==> config.mk <==
export PLATFORM = sky130hd
export DESIGN_NAME = cartridge_bank_switch_outer_regs
export DESIGN_NICKNAME = d
export VERILOG_FILES = /design/src/hw/rtl/cbs_pkg.sv /design/src/hw/rtl/cbs_front.sv /design/src/hw/rtl/cbs_cmdq.sv /design/src/hw/rtl/cbs_back.sv /design/src/hw/rtl/cartridge_bank_switch_outer_regs.sv
export SDC_FILE = /design/constraint.sdc
export NUM_CORES = 1
export LEC_CHECK = 0
export BUFFER_PORTS_ARGS = -buffer_cell sky130_fd_sc_hd__buf_2
export CORE_MARGIN = 2
export CORE_UTILIZATION = 57
export CTS_BUF_LIST = sky130_fd_sc_hd__clkbuf_16
export DETAILED_ROUTE_END_ITERATION = 8
export PLACE_DENSITY_LB_ADDON = 0.1
export SETUP_SLACK_MARGIN = 0.4
export SYNTH_ARGS = -nofsm -noshare
export SYNTH_HDL_FRONTEND = slang
export SYNTH_SLANG_ARGS = --single-unit
export TNS_END_PERCENT = 30
==> constraint.sdc <==
create_clock -name clk -period 4.07 [get_ports clk]
set_input_delay 0.407 -clock clk [delete_from_list [all_inputs] [get_ports clk]]
set_output_delay 0.407 -clock clk [all_outputs]
set_load 0.01 [all_outputs]
==> src/hw/rtl/cbs_pkg.sv <==
`default_nettype none

package cbs_pkg;

  localparam int unsigned CMDQ_DEPTH = 2;

  localparam logic [15:0] ADDR_MASK  = 16'hE001;
  localparam logic [15:0] ADDR_OUTER = 16'h6000;
  localparam logic [15:0] ADDR_CTRL  = 16'h8000;
  localparam logic [15:0] ADDR_BANK  = 16'h8001;
  localparam logic [15:0] ADDR_ARM   = 16'hA001;

  localparam logic [8:0] PRG_COUNT_RST = 9'd64;
  localparam logic [7:0] PRG_RST_SLOT2 = 8'(PRG_COUNT_RST - 9'd2);
  localparam logic [7:0] PRG_RST_SLOT3 = 8'(PRG_COUNT_RST - 9'd1);

  localparam logic [5:0] PRG_MASK_BITS = 6'h3F;
  localparam logic [3:0] CHR_LOW_BITS  = 4'hF;

  typedef enum logic [2:0] {
    OP_NONE,
    OP_OUTER,
    OP_CTRL,
    OP_BANK,
    OP_ARM
  } cbs_op_t;

  typedef struct packed {
    cbs_op_t    op;
    logic [7:0] data;
  } cbs_cmd_t;

endpackage

`default_nettype wire

==> src/hw/rtl/cbs_front.sv <==
`default_nettype none

module cbs_front
  import cbs_pkg::*;
(
  input  wire logic        in_valid,
  output logic             in_stall,
  input  wire logic [15:0] in_address,
  input  wire logic [7:0]  in_write_data,
  input  wire logic        q_full,
  output logic             push,
  output cbs_cmd_t         cmd
);

  logic [15:0] addr_dec;

  assign addr_dec = in_address & ADDR_MASK;
  assign in_stall = q_full;
  assign push     = in_valid && !q_full;

  always_comb begin
    cmd.data = in_write_data;
    unique case (addr_dec)
      ADDR_OUTER: cmd.op = OP_OUTER;
      ADDR_CTRL:  cmd.op = OP_CTRL;
      ADDR_BANK:  cmd.op = OP_BANK;
      ADDR_ARM:   cmd.op = OP_ARM;
      default:    cmd.op = OP_NONE;
    endcase
  end

endmodule

`default_nettype wire

==> src/hw/rtl/cbs_cmdq.sv <==
`default_nettype none

module cbs_cmdq
  import cbs_pkg::*;
#(
  parameter int unsigned DEPTH = CMDQ_DEPTH
) (
  input  wire logic     clk,
  input  wire logic     rst_n,
  input  wire logic     push,
  input  wire cbs_cmd_t push_cmd,
  output logic          full,
  input  wire logic     pop,
  output logic          head_valid,
  output cbs_cmd_t      head_cmd
);

  localparam int unsigned PTR_W = (DEPTH > 1) ? $clog2(DEPTH) : 1;
  localparam int unsigned CNT_W = $clog2(DEPTH + 1);
  localparam logic [PTR_W-1:0] PTR_LAST = PTR_W'(DEPTH - 1);
  localparam logic [CNT_W-1:0] CNT_FULL = CNT_W'(DEPTH);

  cbs_cmd_t         entry_r [DEPTH];
  logic [PTR_W-1:0] wr_ptr_r, wr_ptr_nxt;
  logic [PTR_W-1:0] rd_ptr_r, rd_ptr_nxt;
  logic [CNT_W-1:0] count_r, count_nxt;
  logic             do_pop;

  assign full       = (count_r == CNT_FULL);
  assign head_valid = (count_r != '0);
  assign head_cmd   = entry_r[rd_ptr_r];
  assign do_pop     = pop && head_valid;

  always_comb begin
    wr_ptr_nxt = wr_ptr_r;
    rd_ptr_nxt = rd_ptr_r;
    count_nxt  = count_r;
    if (push) begin
      wr_ptr_nxt = (wr_ptr_r == PTR_LAST) ? '0 : wr_ptr_r + 1'b1;
    end
    if (do_pop) begin
      rd_ptr_nxt = (rd_ptr_r == PTR_LAST) ? '0 : rd_ptr_r + 1'b1;
    end
    priority if (push && !do_pop) begin
      count_nxt = count_r + 1'b1;
    end else if (do_pop && !push) begin
      count_nxt = count_r - 1'b1;
    end else begin
      count_nxt = count_r;
    end
  end

  always_ff @(posedge clk) begin
    if (!rst_n) begin
      wr_ptr_r <= '0;
      rd_ptr_r <= '0;
      count_r  <= '0;
    end else begin
      wr_ptr_r <= wr_ptr_nxt;
      rd_ptr_r <= rd_ptr_nxt;
      count_r  <= count_nxt;
    end
  end

  always_ff @(posedge clk) begin
    if (push) begin
      entry_r[wr_ptr_r] <= push_cmd;
    end
  end

endmodule

`default_nettype wire

==> src/hw/rtl/cbs_back.sv <==
`default_nettype none

module cbs_back
  import cbs_pkg::*;
(
  input  wire logic        clk,
  input  wire logic        rst_n,
  input  wire logic        cfg_we,
  input  wire logic [8:0]  cfg_wdata,
  input  wire logic        q_valid,
  input  wire cbs_cmd_t    q_cmd,
  output logic             pop,
  output logic             out_valid,
  input  wire logic        out_stall,
  output logic [7:0]       prg_map [4],
  output logic [12:0]      chr_map [8]
);

  logic [8:0]  count_r;
  logic [7:0]  ctrl_r, ctrl_nxt;
  logic [7:0]  bank_r [8];
  logic [7:0]  bank_nxt [8];
  logic [7:0]  outer_r [4];
  logic [7:0]  outer_nxt [4];
  logic        armed_r, armed_nxt;
  logic [1:0]  idx_r, idx_nxt;
  logic [7:0]  prg_r [4];
  logic [7:0]  prg_nxt [4];
  logic [12:0] chr_r [8];
  logic [12:0] chr_nxt [8];
  logic        recomp;
  logic        valid_r;
  logic [11:0] c [6];
  logic [12:0] c0_inc, c1_inc;
  logic [7:0]  m, p0, p1, p2, p3;
  logic [8:0]  count_m1;

  assign pop       = q_valid && (!valid_r || !out_stall);
  assign out_valid = valid_r;
  assign prg_map   = prg_r;
  assign chr_map   = chr_r;
  assign count_m1  = count_r - 9'd1;

  always_comb begin
    ctrl_nxt  = ctrl_r;
    bank_nxt  = bank_r;
    outer_nxt = outer_r;
    armed_nxt = armed_r;
    idx_nxt   = idx_r;
    recomp    = 1'b0;
    unique case (q_cmd.op)
      OP_OUTER: begin
        if (armed_r) begin
          outer_nxt[idx_r] = q_cmd.data;
          idx_nxt          = idx_r + 2'd1;
          recomp           = (idx_r == 2'd3);
        end
      end
      OP_CTRL: begin
        ctrl_nxt = q_cmd.data;
        recomp   = 1'b1;
      end
      OP_BANK: begin
        bank_nxt[ctrl_r[2:0]] = q_cmd.data;
        recomp                = 1'b1;
      end
      OP_ARM: begin
        if (q_cmd.data[7]) begin
          armed_nxt = 1'b1;
          idx_nxt   = 2'd0;
        end else begin
          armed_nxt = 1'b0;
        end
      end
      default: begin
      end
    endcase
  end

  always_comb begin
    for (int i = 0; i < 6; i++) begin
      c[i] = ({4'd0, bank_nxt[i]} | {outer_nxt[1], 4'd0})
           & {outer_nxt[2], CHR_LOW_BITS};
    end
    c0_inc = {1'b0, c[0]} + 13'd1;
    c1_inc = {1'b0, c[1]} + 13'd1;
    m  = {2'b00, outer_nxt[3][5:0] ^ PRG_MASK_BITS};
    p0 = (bank_nxt[6] & m) | outer_nxt[1];
    p1 = (bank_nxt[7] & m) | outer_nxt[1];
    p3 = m | outer_nxt[1];
    p2 = p3 & count_m1[7:0];

    prg_nxt = prg_r;
    chr_nxt = chr_r;
    if (recomp) begin
      if (ctrl_nxt[7]) begin
        chr_nxt[0] = {1'b0, c[2]};
        chr_nxt[1] = {1'b0, c[3]};
        chr_nxt[2] = {1'b0, c[4]};
        chr_nxt[3] = {1'b0, c[5]};
        chr_nxt[4] = {1'b0, c[0]};
        chr_nxt[5] = c0_inc;
        chr_nxt[6] = {1'b0, c[1]};
        chr_nxt[7] = c1_inc;
      end else begin
        chr_nxt[0] = {1'b0, c[0]};
        chr_nxt[1] = c0_inc;
        chr_nxt[2] = {1'b0, c[1]};
        chr_nxt[3] = c1_inc;
        chr_nxt[4] = {1'b0, c[2]};
        chr_nxt[5] = {1'b0, c[3]};
        chr_nxt[6] = {1'b0, c[4]};
        chr_nxt[7] = {1'b0, c[5]};
      end
      if (ctrl_nxt[6]) begin
        prg_nxt[0] = p2;
        prg_nxt[2] = p0;
      end else begin
        prg_nxt[0] = p0;
        prg_nxt[2] = p2;
      end
      prg_nxt[1] = p1;
      prg_nxt[3] = p3;
    end
  end

  always_ff @(posedge clk) begin
    if (!rst_n) begin
      count_r <= PRG_COUNT_RST;
    end else if (cfg_we) begin
      count_r <= cfg_wdata;
    end
  end

  always_ff @(posedge clk) begin
    if (!rst_n) begin
      valid_r <= 1'b0;
      ctrl_r  <= '0;
      armed_r <= 1'b0;
      idx_r   <= '0;
      for (int i = 0; i < 8; i++) begin
        bank_r[i] <= '0;
        chr_r[i]  <= '0;
      end
      for (int i = 0; i < 4; i++) begin
        outer_r[i] <= '0;
      end
      prg_r[0] <= 8'd0;
      prg_r[1] <= 8'd1;
      prg_r[2] <= PRG_RST_SLOT2;
      prg_r[3] <= PRG_RST_SLOT3;
    end else begin
      if (pop) begin
        valid_r <= 1'b1;
      end else if (!out_stall) begin
        valid_r <= 1'b0;
      end
      if (pop) begin
        ctrl_r  <= ctrl_nxt;
        bank_r  <= bank_nxt;
        outer_r <= outer_nxt;
        armed_r <= armed_nxt;
        idx_r   <= idx_nxt;
        prg_r   <= prg_nxt;
        chr_r   <= chr_nxt;
      end
    end
  end

endmodule

`default_nettype wire

==> src/hw/rtl/cartridge_bank_switch_outer_regs.sv <==
// Bank switcher for a cartridge with outer registers. Each input item is one
// CPU write (in_address, in_write_data); the address is decoded with the mask
// 0xE001 and the write updates the control, bank, outer or arm registers.
// Every accepted item returns exactly one result item on the out_ channel:
// the four 8K program banks and the eight 1K character banks now in effect.
// A front decoder classifies each write into a two-entry command queue, and
// a back stage applies it, recomputes the mapping and holds the result in
// the output register. An accepted item passes through the queue entry and then
// the output register; the block sustains one item per clock while out_stall is low,
// with the update and recompute done combinationally in the back stage.
// The cfg_ port writes the program bank count, which takes effect at the
// next recompute. Synchronous reset clears all registers, empties the queue,
// sets the bank count to 64 and maps banks 0, 1, 62 and 63.
// When the receiver stalls, the output item holds, the queue fills, and
// in_stall rises once both queue entries are occupied.
`default_nettype none

module cartridge_bank_switch_outer_regs
  import cbs_pkg::*;
#(
  parameter int unsigned QUEUE_DEPTH = CMDQ_DEPTH
) (
  input  wire logic        clk,
  input  wire logic        rst_n,
  input  wire logic        cfg_we,
  input  wire logic [8:0]  cfg_wdata,
  input  wire logic        in_valid,
  output logic             in_stall,
  input  wire logic [15:0] in_address,
  input  wire logic [7:0]  in_write_data,
  output logic             out_valid,
  input  wire logic        out_stall,
  output logic [7:0]       out_prg_slot0,
  output logic [7:0]       out_prg_slot1,
  output logic [7:0]       out_prg_slot2,
  output logic [7:0]       out_prg_slot3,
  output logic [12:0]      out_chr_slot0,
  output logic [12:0]      out_chr_slot1,
  output logic [12:0]      out_chr_slot2,
  output logic [12:0]      out_chr_slot3,
  output logic [12:0]      out_chr_slot4,
  output logic [12:0]      out_chr_slot5,
  output logic [12:0]      out_chr_slot6,
  output logic [12:0]      out_chr_slot7
);

  cbs_cmd_t    push_cmd;
  cbs_cmd_t    head_cmd;
  logic        push;
  logic        q_full;
  logic        q_valid;
  logic        pop;
  logic [7:0]  prg_map [4];
  logic [12:0] chr_map [8];

  cbs_front u_front (
    .in_valid      (in_valid),
    .in_stall      (in_stall),
    .in_address    (in_address),
    .in_write_data (in_write_data),
    .q_full        (q_full),
    .push          (push),
    .cmd           (push_cmd)
  );

  cbs_cmdq #(
    .DEPTH (QUEUE_DEPTH)
  ) u_cmdq (
    .clk        (clk),
    .rst_n      (rst_n),
    .push       (push),
    .push_cmd   (push_cmd),
    .full       (q_full),
    .pop        (pop),
    .head_valid (q_valid),
    .head_cmd   (head_cmd)
  );

  cbs_back u_back (
    .clk       (clk),
    .rst_n     (rst_n),
    .cfg_we    (cfg_we),
    .cfg_wdata (cfg_wdata),
    .q_valid   (q_valid),
    .q_cmd     (head_cmd),
    .pop       (pop),
    .out_valid (out_valid),
    .out_stall (out_stall),
    .prg_map   (prg_map),
    .chr_map   (chr_map)
  );

  assign out_prg_slot0 = prg_map[0];
  assign out_prg_slot1 = prg_map[1];
  assign out_prg_slot2 = prg_map[2];
  assign out_prg_slot3 = prg_map[3];
  assign out_chr_slot0 = chr_map[0];
  assign out_chr_slot1 = chr_map[1];
  assign out_chr_slot2 = chr_map[2];
  assign out_chr_slot3 = chr_map[3];
  assign out_chr_slot4 = chr_map[4];
  assign out_chr_slot5 = chr_map[5];
  assign out_chr_slot6 = chr_map[6];
  assign out_chr_slot7 = chr_map[7];

endmodule

`default_nettype wire

==> metrics.txt, run 1 <==
sequential element share of the synthesized area=43.3%; Net Switching=2.46 mW; flop-to-flop setup slack=0.55 ns; CTS clk-pin slew, worst paths=0.06 ns; Synth cell types=73; NumNets Final=1583; number of flops mapped to enable cells by yosys=22; Worst path max stage delay=0.56 ns; Int Power=4.71 mW; Critical Path Start Type=flip-flop; Final period util=86.5%; largest net degree at the start of global routing=80; maximum VDD drop=0.401 mV; HPWL Detailed=22.5 mm; GRT Total Usage=28.6%; share of cells above drive strength 1=18.8%; core footprint=0.0202 mm²; largest cells by area after synthesis=dfxtp_1 (38%), nor2_1 (8.3%), a211oi_1 (6.1%); P_leak=5.34 nW; die height=148 µm; GP Congestion=0.893; unrepaired setup endpoints after global routing=yes; Slew Limit Fails=0; Clock power frac=32.3%; Final Power=7.17 mW; Pwr Density=529 mW/mm²; Die Area=0.0218 mm²; wire length of the first global-routing pass=50.4 mm; antenna viol nets, final=0; clock sinks=244; Die W=148 µm; Area Growth Syn to Fin=15.2%; # rows=52; CP max stage cell=dfxtp_1; CP Max Fanout=19; status=complete, no violations; TritonCTS clock tree=yes; initial antenna violation count=0; cells after synthesis=1425; non-filler cells, final=1827; H-Tree Depth=1; # diodes=0; most common flop cell mapped by yosys=dfxtp_1; worst r2r path cells=9; total CTS buffers=27; end point of the critical path=u_back.chr_map[64]; DP Cell Count=1779; DRC=0; Vias/cell=5.92; cell mode on critical path=buf_4; total wire length=32.2 mm; vias in the first global route=9631; utilization after layout=67.1%; clk root buf=clkbuf_16; Clock Latency Late Sink=0.53 ns; CTS Buffer Depth=3; DR vias=10800; Hold Fails Final Rpt=0; Worst EP required=4.53 ns; Rel. slew slack=35.1%; Final min period=3.52 ns; Logic pwr share=27.5%; Starting Density=58.2%; # setup viols final=0; mapped cell area=0.0118 mm²; Setup crit end kind=flip-flop; routed len/inst=17.6 µm; Synth async-reset ratio=0%; total gr overflow=0; hold_buf cts=0; DR iter-0 viols=874; switching portion of total power=34.4%; yosys synthesis warning count=0; IO Port Bufs=158; pin slew with the least headroom to its limit=0.971 ns; FF+latch count, synth=244; Seq pwr share=40.2%; io pins=176; area share of the largest cell type after synthesis=37.7%; cell taking the most area after synthesis=dfxtp_1; Max Cap Viol=0; average cell area after synthesis=8.27 µm²; Worst Skew=0.00919 ns; crit-path cells=buf_4 > mux2i_2 > a211oi_2 > buf_4 > or2_2 > a21oi_2 > nand4_4 > or4_1 > a21oi_1; Arrival @ worst endpoint=3.98 ns; first-pass detailed-route iteration total=6; worst r2r dst=u_back.chr_map[64]; fmax=284 MHz; most frequent cells in the layout=nor2_1 (259), dfxtp_1 (222), buf_2 (158); HP Class=input pin to flip-flop; most common cell after layout, fill and taps aside=nor2_1; Fin Setup TNS=0 ns; Setup CP Type=flip-flop to flip-flop
critical path, delay by kind of cell, from the launching register on:
kind	cells	cell delay (ns)
flops	1	0.56
simple gates	3	1.16
compound gates	3	0.72
mux	1	0.43
buf+inv	2	0.56
power by group through the flow:
stage                     clock, mW  combinational [mW]  sequential (mW)
final                          2.32                1.97             2.88
after global routing           2.44                2.14             2.92
after CTS                      2.36                1.96             2.88
after detailed placement          0                1.94             2.93
after global placement            0                1.92             2.92
after floorplan                   0                1.21             2.99
synth_stat cells, drive strengths merged (4+ instances only):
master,instances
or4,5
inv,13
a21o,13
clkbuf,71
a21oi,135
o22ai,4
nand4,8
nand3,32
o211ai,17
a31oi,10
and2,4
o2111ai,7
mux2i,54
nor3,44
ha,7
o211a,4
nor4,4
and3,11
nor2,259
nand2,155
or3,5
dfxtp,222
buf,52
o21ai,64
xnor2,9
o21a,4
edfxtp,22
xor2,8
o31ai,7
a311oi,16
mux2,19
a211oi,98
timing repair:
item | CTS | global route
resized for setup | 0 | 2
setup buffers | 0 | 0
endpoints found under the setup margin | 0 | 6
stage by stage:
step	area, µm²	hold slack, ns	setup slack, ns
3_3_place_gp	12700	0.431	0.665
5_1_grt	13600	0.0587	0.353
6_report	13600	0.0681	0.551
3_5_place_dp	12700	0.433	0.606
2_1_floorplan	11800	0.437	1.10
4_1_cts	13600	0.0502	0.575
cell type report:
type / instances / area, µm²
fill: 1730 / 6670
multi-input combinational: 1045 / 6090
sequential: 244 / 5100
timing repair buffer: 204 / 1140
clock buffer: 28 / 701
tap: 270 / 338
clock inverter: 20 / 140
inverter: 16 / 62.6
worst min path at each step:
stage / depth (start not counted) / startpoint / to
6_report: 1 / in_write_data[3] / u_cmdq.entry_r[0][3]
3_5_place_dp: 2 / u_back.chr_map[60] / u_back.chr_map[60]
5_1_grt: 1 / in_write_data[2] / u_cmdq.entry_r[0][2]
3_3_place_gp: 2 / u_back.chr_map[60] / u_back.chr_map[60]
2_1_floorplan: 2 / u_back.bank_r[16] / u_back.bank_r[16]
4_1_cts: 1 / in_write_data[3] / u_cmdq.entry_r[0][3]
registers in the layout, indices dropped and copies added, names as in the netlist, named ones only:
name              flops
u_back.chr_map       88
u_back.bank_r        60
u_back.prg_map       30
u_back.outer_r       22
u_cmdq.entry_r       22
u_back.count_r        8
u_back.ctrl_r         5
u_back.idx_r          2
u_cmdq.count_r        2
u_back.armed_r        1
u_back.out_valid      1
u_cmdq.rd_ptr_r       1
u_cmdq.wr_ptr_r       1
per-layer routing:
layer  GRT usage [%]  wire [µm]
met5               0          0
met4            6.11        444
met3            3.02       2220
met2            48.0      15100
met1            40.1      14300
kinds of logic (layout without fill, tap and decap cells):
family                     Yosys count  after routing  share of synthesized area (%)
AOI/OAI and AO/OA                  398            398                           22.5
other                                1              4                         0.0318
muxes                               73             73                           6.56
and+or+nand+nor                    546            546                           20.1
adders and majority gates            7              7                          0.743
buffers and inverters              139            268                           5.41
xor gates and xnor gates            17             17                           1.26
DFF                                244            244                           43.3
Power figures use the tool's default switching activity.
==> run 2, diff against run 1 <==
Settings changed: ABC_AREA from default to 1, CORE_UTILIZATION 57 to 58, PLACE_DENSITY from default to 0.92, PLACE_DENSITY_LB_ADDON 0.1 to default.
==> metrics.txt, run 2 <==
status=complete, no violations; FF+latch count, synth=244 (unchanged); cells after synthesis=1665 (+17%); total CTS buffers=25 (-7.4%); GP Congestion=0.935 (+4.7%); Synth async-reset ratio=0% (unchanged); Area Growth Syn to Fin=12.7%; clk root buf=clkbuf_16; fillcell total=1551 (-10%); # diodes=0 (unchanged); DRC=0 (unchanged); HPWL Detailed=22.2 mm (-1.3%); P_leak=6.33 nW (+19%); Synth cell types=50 (-32%); CTS clk-pin slew, worst paths=0.06 ns (about the same); first-pass detailed-route iteration total=6 (unchanged); pin slew with the least headroom to its limit=1.01 ns (+0.0413 ns); Die Area=0.0218 mm² (-0.34%); io pins=176 (unchanged); average cell area after synthesis=7.18 µm² (-13%); area share of the largest cell type after synthesis=37.2% (-0.52 points); Setup CP Type=flip-flop to flip-flop; DR vias=11700 (+8.0%); placed cell area=0.0127 mm² (-0.11%); most common flop cell mapped by yosys=dfxtp_1; HP Class=input pin to flip-flop; fmax=321 MHz (+13%); DR iter-0 viols=1156 (+32%); sequential element share of the synthesized area=42.7% (-0.60 points); Rel. slew slack=32.3% (-2.9 points); routed len/inst=16.0 µm (-9.0%); Final Power=8.87 mW (+24%); yosys synthesis warning count=0 (unchanged); CP Max Fanout=35 (+16); mapped cell area=0.0119 mm² (+1.4%); Max Cap Viol=0 (unchanged); Worst EP required=4.51 ns (-0.02 ns); Critical Path Start Type=flip-flop; GRT Total Usage=29.5% (+0.86 points); Setup crit end kind=flip-flop; total gr overflow=0 (unchanged); clock sinks=244 (unchanged); Final min period=3.12 ns (-0.404 ns); largest cells by area after synthesis=dfxtp_1 (37%), nand2_1 (12%), o21ai_0 (7.3%); max reg flops=88 (unchanged); Commonest cells post-synth=nand2_1 (382), dfxtp_1 (222), inv_1 (180); # rows=52 (unchanged); number of flops mapped to enable cells by yosys=22 (unchanged); antenna viol nets, final=0 (unchanged); die height=148 µm (-0.17%); Worst Skew=0.0117 ns (+0.00254 ns); most frequent cells in the layout=nand2_1 (382), dfxtp_1 (221), inv_1 (188); Slew Limit Fails=0 (unchanged); H-Tree Depth=1 (unchanged); TritonCTS clock tree=yes; Clock Latency Late Sink=0.52 ns (about the same); share of cells above drive strength 1=16.8% (-2.0 points); Vias/cell=5.69 (-3.9%); core footprint=0.0202 mm² (unchanged); vias in the first global route=10700 (+11%); Hold Fails Final Rpt=0 (unchanged); Pwr Density=659 mW/mm² (+25%); largest net degree at the start of global routing=97 (+21%); utilization after layout=66.6% (-0.48 points); unrepaired setup endpoints after global routing=no; CTS Buffer Depth=3 (unchanged); total wire length=32.9 mm (+2.2%); Arrival @ worst endpoint=3.56 ns (-0.42 ns); Die W=148 µm (-0.17%); initial antenna violation count=0 (unchanged); post-route design area=0.0135 mm² (-0.72%); Final period util=76.6% (-9.9 points); most frequent cell after synthesis=nand2_1; wire length of the first global-routing pass=53.1 mm (+5.2%); most common cell after layout, fill and taps aside=nand2_1; Starting Density=59.0% (+0.82 points); maximum VDD drop=0.550 mV (+37%); IO Port Bufs=158 (unchanged); # setup viols final=0 (unchanged); flop-to-flop setup slack=0.95 ns (+0.40 ns); cell taking the most area after synthesis=dfxtp_1; Fin Setup TNS=0 ns (unchanged); hold_buf cts=0 (unchanged); setup bufs post-CTS=0 (unchanged); NumNets Final=1810 (+14%)
## run 2: cell types whose count changed in the layout (fill, tap and decap cells not counted), sizes merged, moves of 15 or more
cell | previous run | this run
a211oi | 98 | 0
a21oi | 135 | 168
a311oi | 16 | 0
buf | 204 | 176
inv | 18 | 202
mux2 | 19 | 0
mux2i | 54 | 0
nand2 | 155 | 411
nand3 | 32 | 65
nor2 | 259 | 159
nor3 | 44 | 2
o211ai | 17 | 32
o21ai | 64 | 201
## run 2: kinds of logic after synthesis
| logic type | after synthesis | share of synthesized area (%) |
|---|---|---|
| other | 1 | 0.0314 |
| buffers and inverters | 305 | 10.9 |
| XOR/XNOR | 18 | 1.38 |
| AND/OR/NAND/NOR | 649 | 23.8 |
| AO/OA/AOI/OAI | 441 | 20.4 |
| flip-flops | 244 | 42.7 |
| adder cells (fa/ha/maj) | 7 | 0.733 |
## run 2: routing by layer
| layer | up-vias | share of wire [%] | GRT usage (%) |
|---|---|---|---|
| met3 | 115 | 9.4 | 5.03 |
| li1 | 5575 | - | - |
| met4 | 0 | 4.3 | 12.9 |
| met1 | 5343 | 40 | 38.2 |
| met5 | - | 0 | 0 |
| met2 | 644 | 47 | 48.6 |
## run 2: critical path, cell delays in order, from the launching register on
cell and delay, ns:
dfxtp_2 0.56, nand2_1 0.16, nand2_4 0.13, nand2_4 0.09
nor2_8 0.14, inv_2 0.06, nor2_4 0.25, nor2_2 0.12
nor2_8 0.35, nand2_2 0.12, inv_2 0.49, buf_4 0.29
nand2_1 0.06, a31oi_1 0.17
## run 2: final cells by class
class                      count  area (µm²)  area share [%]
sequential                   244        5110            37.9
timing repair buffer         176         951            7.06
clock inverter                20         136            1.01
multi-input combinational   1119        5560            41.3
tap                          270         338            2.51
inverter                     199         754            5.60
clock buffer                  25         626            4.64
## run 2: path summary, 6_finish.rpt
check / endpoint / depth (start not counted) / start
setup / recovery: u_back.chr_map[93] / 13 / flip-flop
hold / removal: u_cmdq.entry_r[0][4] / 1 / in_write_data[4]
setup reg to reg: u_back.chr_map[93] / 13 / flip-flop
hold reg to reg: flip-flop / 1 / u_cmdq.rd_ptr_r
## run 2: power breakdown
group	switching [mW]	internal (mW)
logic	2.46	1.01
registers	0.286	2.94
clock network	0.945	1.23
## run 2: what timing repair did
action	CTS	global route
gates resized for setup	0	2
endpoints found under the hold margin	0	0
setup endpoints to repair	0	10
## run 2: metrics by stage
stage	worst slack, ns	hold slack (ns)	std cells
after floorplan	1.91	0.426	1668
after global placement	0.858	0.437	2008
after detailed placement	0.765	0.443	2008
after CTS	0.731	0.0729	2053
after global routing	0.683	0.0653	2053
final	0.954	0.0748	2053
==> run 3, diff against run 2 <==
Settings changed: CORE_UTILIZATION 58 to 52, PLACE_DENSITY 0.92 to 0.88.
Clock period 4.07 ns to 2.7 ns, I/O delays scaled along.
==> metrics.txt, run 3 (synthesized netlist as in run 2, its figures left out) <==
Die Area=0.0242 mm² (+11%); Starting Density=52.9% (-6.1 points); TritonCTS clock tree=yes; IO Port Bufs=158 (unchanged); Final period util=92.2% (+16 points); CTS Buffer Depth=3 (unchanged); GRT Total Usage=28.7% (-0.73 points); end point of the critical path=u_back.chr_map[8]; wire length of the first global-routing pass=57.0 mm (+7.5%); total gr overflow=0 (unchanged); Worst Hold Depth=3 (+2); DRC=0 (unchanged); worst r2r path cells=13 (unchanged); clk root buf=clkbuf_16; # diodes=0 (unchanged); Final Power=15.1 mW (+70%); fmax=402 MHz (+25%); fillcell total=1581 (+1.9%); # rows=55 (+5.8%); Setup CP Type=flip-flop to flip-flop; Setup crit end kind=flip-flop; Slew Limit Fails=0 (unchanged); Die W=156 µm (+5.5%); routed len/inst=18.1 µm (+13%); Vias/cell=5.96 (+4.9%); Area Growth Syn to Fin=24.8%; maximum VDD drop=0.966 mV (+76%); Arrival @ worst endpoint=2.88 ns (-0.68 ns); Worst EP required=3.09 ns (-1.42 ns); CP Max Fanout=8 (-77%); max reg flops=88 (unchanged); worst r2r dst=u_back.chr_map[8]; Rel. slew slack=58.3% (+26 points); GP Congestion=0.909 (-2.8%); # setup viols final=0 (unchanged); DR vias=12800 (+9.7%); Pwr Density=1010 mW/mm² (+54%); Hold Fails Final Rpt=0 (unchanged); vias in the first global route=11600 (+8.3%); io pins=176 (unchanged); placed cell area=0.0130 mm² (+2.0%); post-route design area=0.0149 mm² (+11%); Clock Latency Late Sink=0.54 ns (+0.02 ns); HP Class=input pin to flip-flop; Max Cap Viol=0 (unchanged); initial antenna violation count=0 (unchanged); P_leak=6.84 nW (+8.1%); most frequent cells in the layout=nand2_1 (355), dfxtp_1 (221), inv_1 (174); unrepaired setup endpoints after global routing=yes; H-Tree Depth=1 (unchanged); die height=156 µm (+5.5%); status=complete, no violations; Critical Path Start Type=flip-flop; flop-to-flop setup slack=0.21 ns (-0.74 ns); largest net degree at the start of global routing=126 (+30%); most common cell after layout, fill and taps aside=nand2_1; multi-input logic area=0.00609 mm² (+9.5%); CTS clk-pin slew, worst paths=0.06 ns (about the same); Worst Skew=0.0144 ns (+0.00265 ns); first-pass detailed-route iteration total=7 (+1); share of cells above drive strength 1=24.6% (+7.8 points); Reg area=0.00511 mm² (about the same); Fin Setup TNS=0 ns (unchanged); pin slew with the least headroom to its limit=0.626 ns (-0.386 ns); core footprint=0.0226 mm² (+12%); HPWL Detailed=23.3 mm (+4.9%); NumNets Final=1889 (+4.4%); Final min period=2.49 ns (-0.627 ns); DR iter-0 viols=1994 (+72%); total wire length=38.8 mm (+18%); antenna viol nets, final=0 (unchanged); clock sinks=244 (unchanged); total CTS buffers=25 (unchanged)
==> run 3: cell count changes in the layout (fill, tap and decap cells not counted), sizes merged <==
cell / delta
dlygate4sd3: +11
buf: +67
clkinv: -3
inv: -3
clkinvlp: +3
bufinv: +3
bufbuf: +1
==> run 3: worst min path at each step <==
stage,from,endpoint,slack [ns]
after detailed placement,u_back.prg_map[0],u_back.prg_map[0],0.45
after floorplan,in_write_data[0],u_cmdq.entry_r[0][0],0.37
after global routing,cfg_we,u_back.count_r[6],0.03
final,cfg_we,u_back.count_r[6],0.007
after global placement,u_cmdq.rd_ptr_r,flip-flop,0.44
after CTS,cfg_we,u_back.count_r[6],0.002
==> run 3: worst max-delay path, cell delays in order (launching register included) <==
cell	delay, ns
dfxtp_4	0.41
inv_6	0.06
buf_4	0.13
or2_2	0.27
o21ai_2	0.19
nand3_1	0.19
nand2_2	0.24
nand2_1	0.15
nand2_1	0.27
nor2_4	0.09
nand2_2	0.10
nand2_2	0.07
nand3_1	0.09
a21oi_1	0.06
==> run 3: power by group <==
| group | switching [mW] | total (mW) | internal, mW |
|---|---|---|---|
| Sequential | 0.450 | 4.89 | 4.44 |
| Clock | 1.52 | 3.69 | 2.17 |
| Combinational | 4.39 | 6.55 | 2.15 |
| Total | 6.36 | 15.1 | 8.76 |
==> run 3: final cells by class <==
type	count	area share, %
Inverter	199	5.27
Multi-Input combinational cell	1119	40.8
Clock inverter	20	1.59
Tap cell	285	2.39
Clock buffer	25	4.20
Timing Repair Buffer	255	11.5
Sequential cell	244	34.3
==> run 3: repair_timing <==
item                                   CTS  global route
setup endpoints to repair              127           111
pin swaps                               27            48
hold buffers                            11             0
gates resized for setup                 64            92
setup buffers                           18            22
endpoints found under the hold margin   19             0
cloned                                   1             0
==> run 3: per-stage QoR <==
step | hold WS (ns) | worst slack, ns | util, % | instances
after global routing | 0.0309 | 0.108 | 66.1 | 2147
final | 0.00696 | 0.211 | 66.1 | 2147
after CTS | 0.00183 | 0.324 | 63.6 | 2125
after floorplan | 0.369 | 0.536 | - | 1668
after detailed placement | 0.445 | -0.0403 | 57.4 | 2050
after global placement | 0.435 | 0.121 | 57.4 | 2050
==> run 3: layer usage <==
layer  global-route usage [%]  part of all wire (%)  vias up
li1                         -                     -     5727
met1                     35.9                    37     5871
met2                     47.8                    47      986
met3                     5.53                    11      221
met4                     13.9                   5.0        0
met5                        0                     0        -
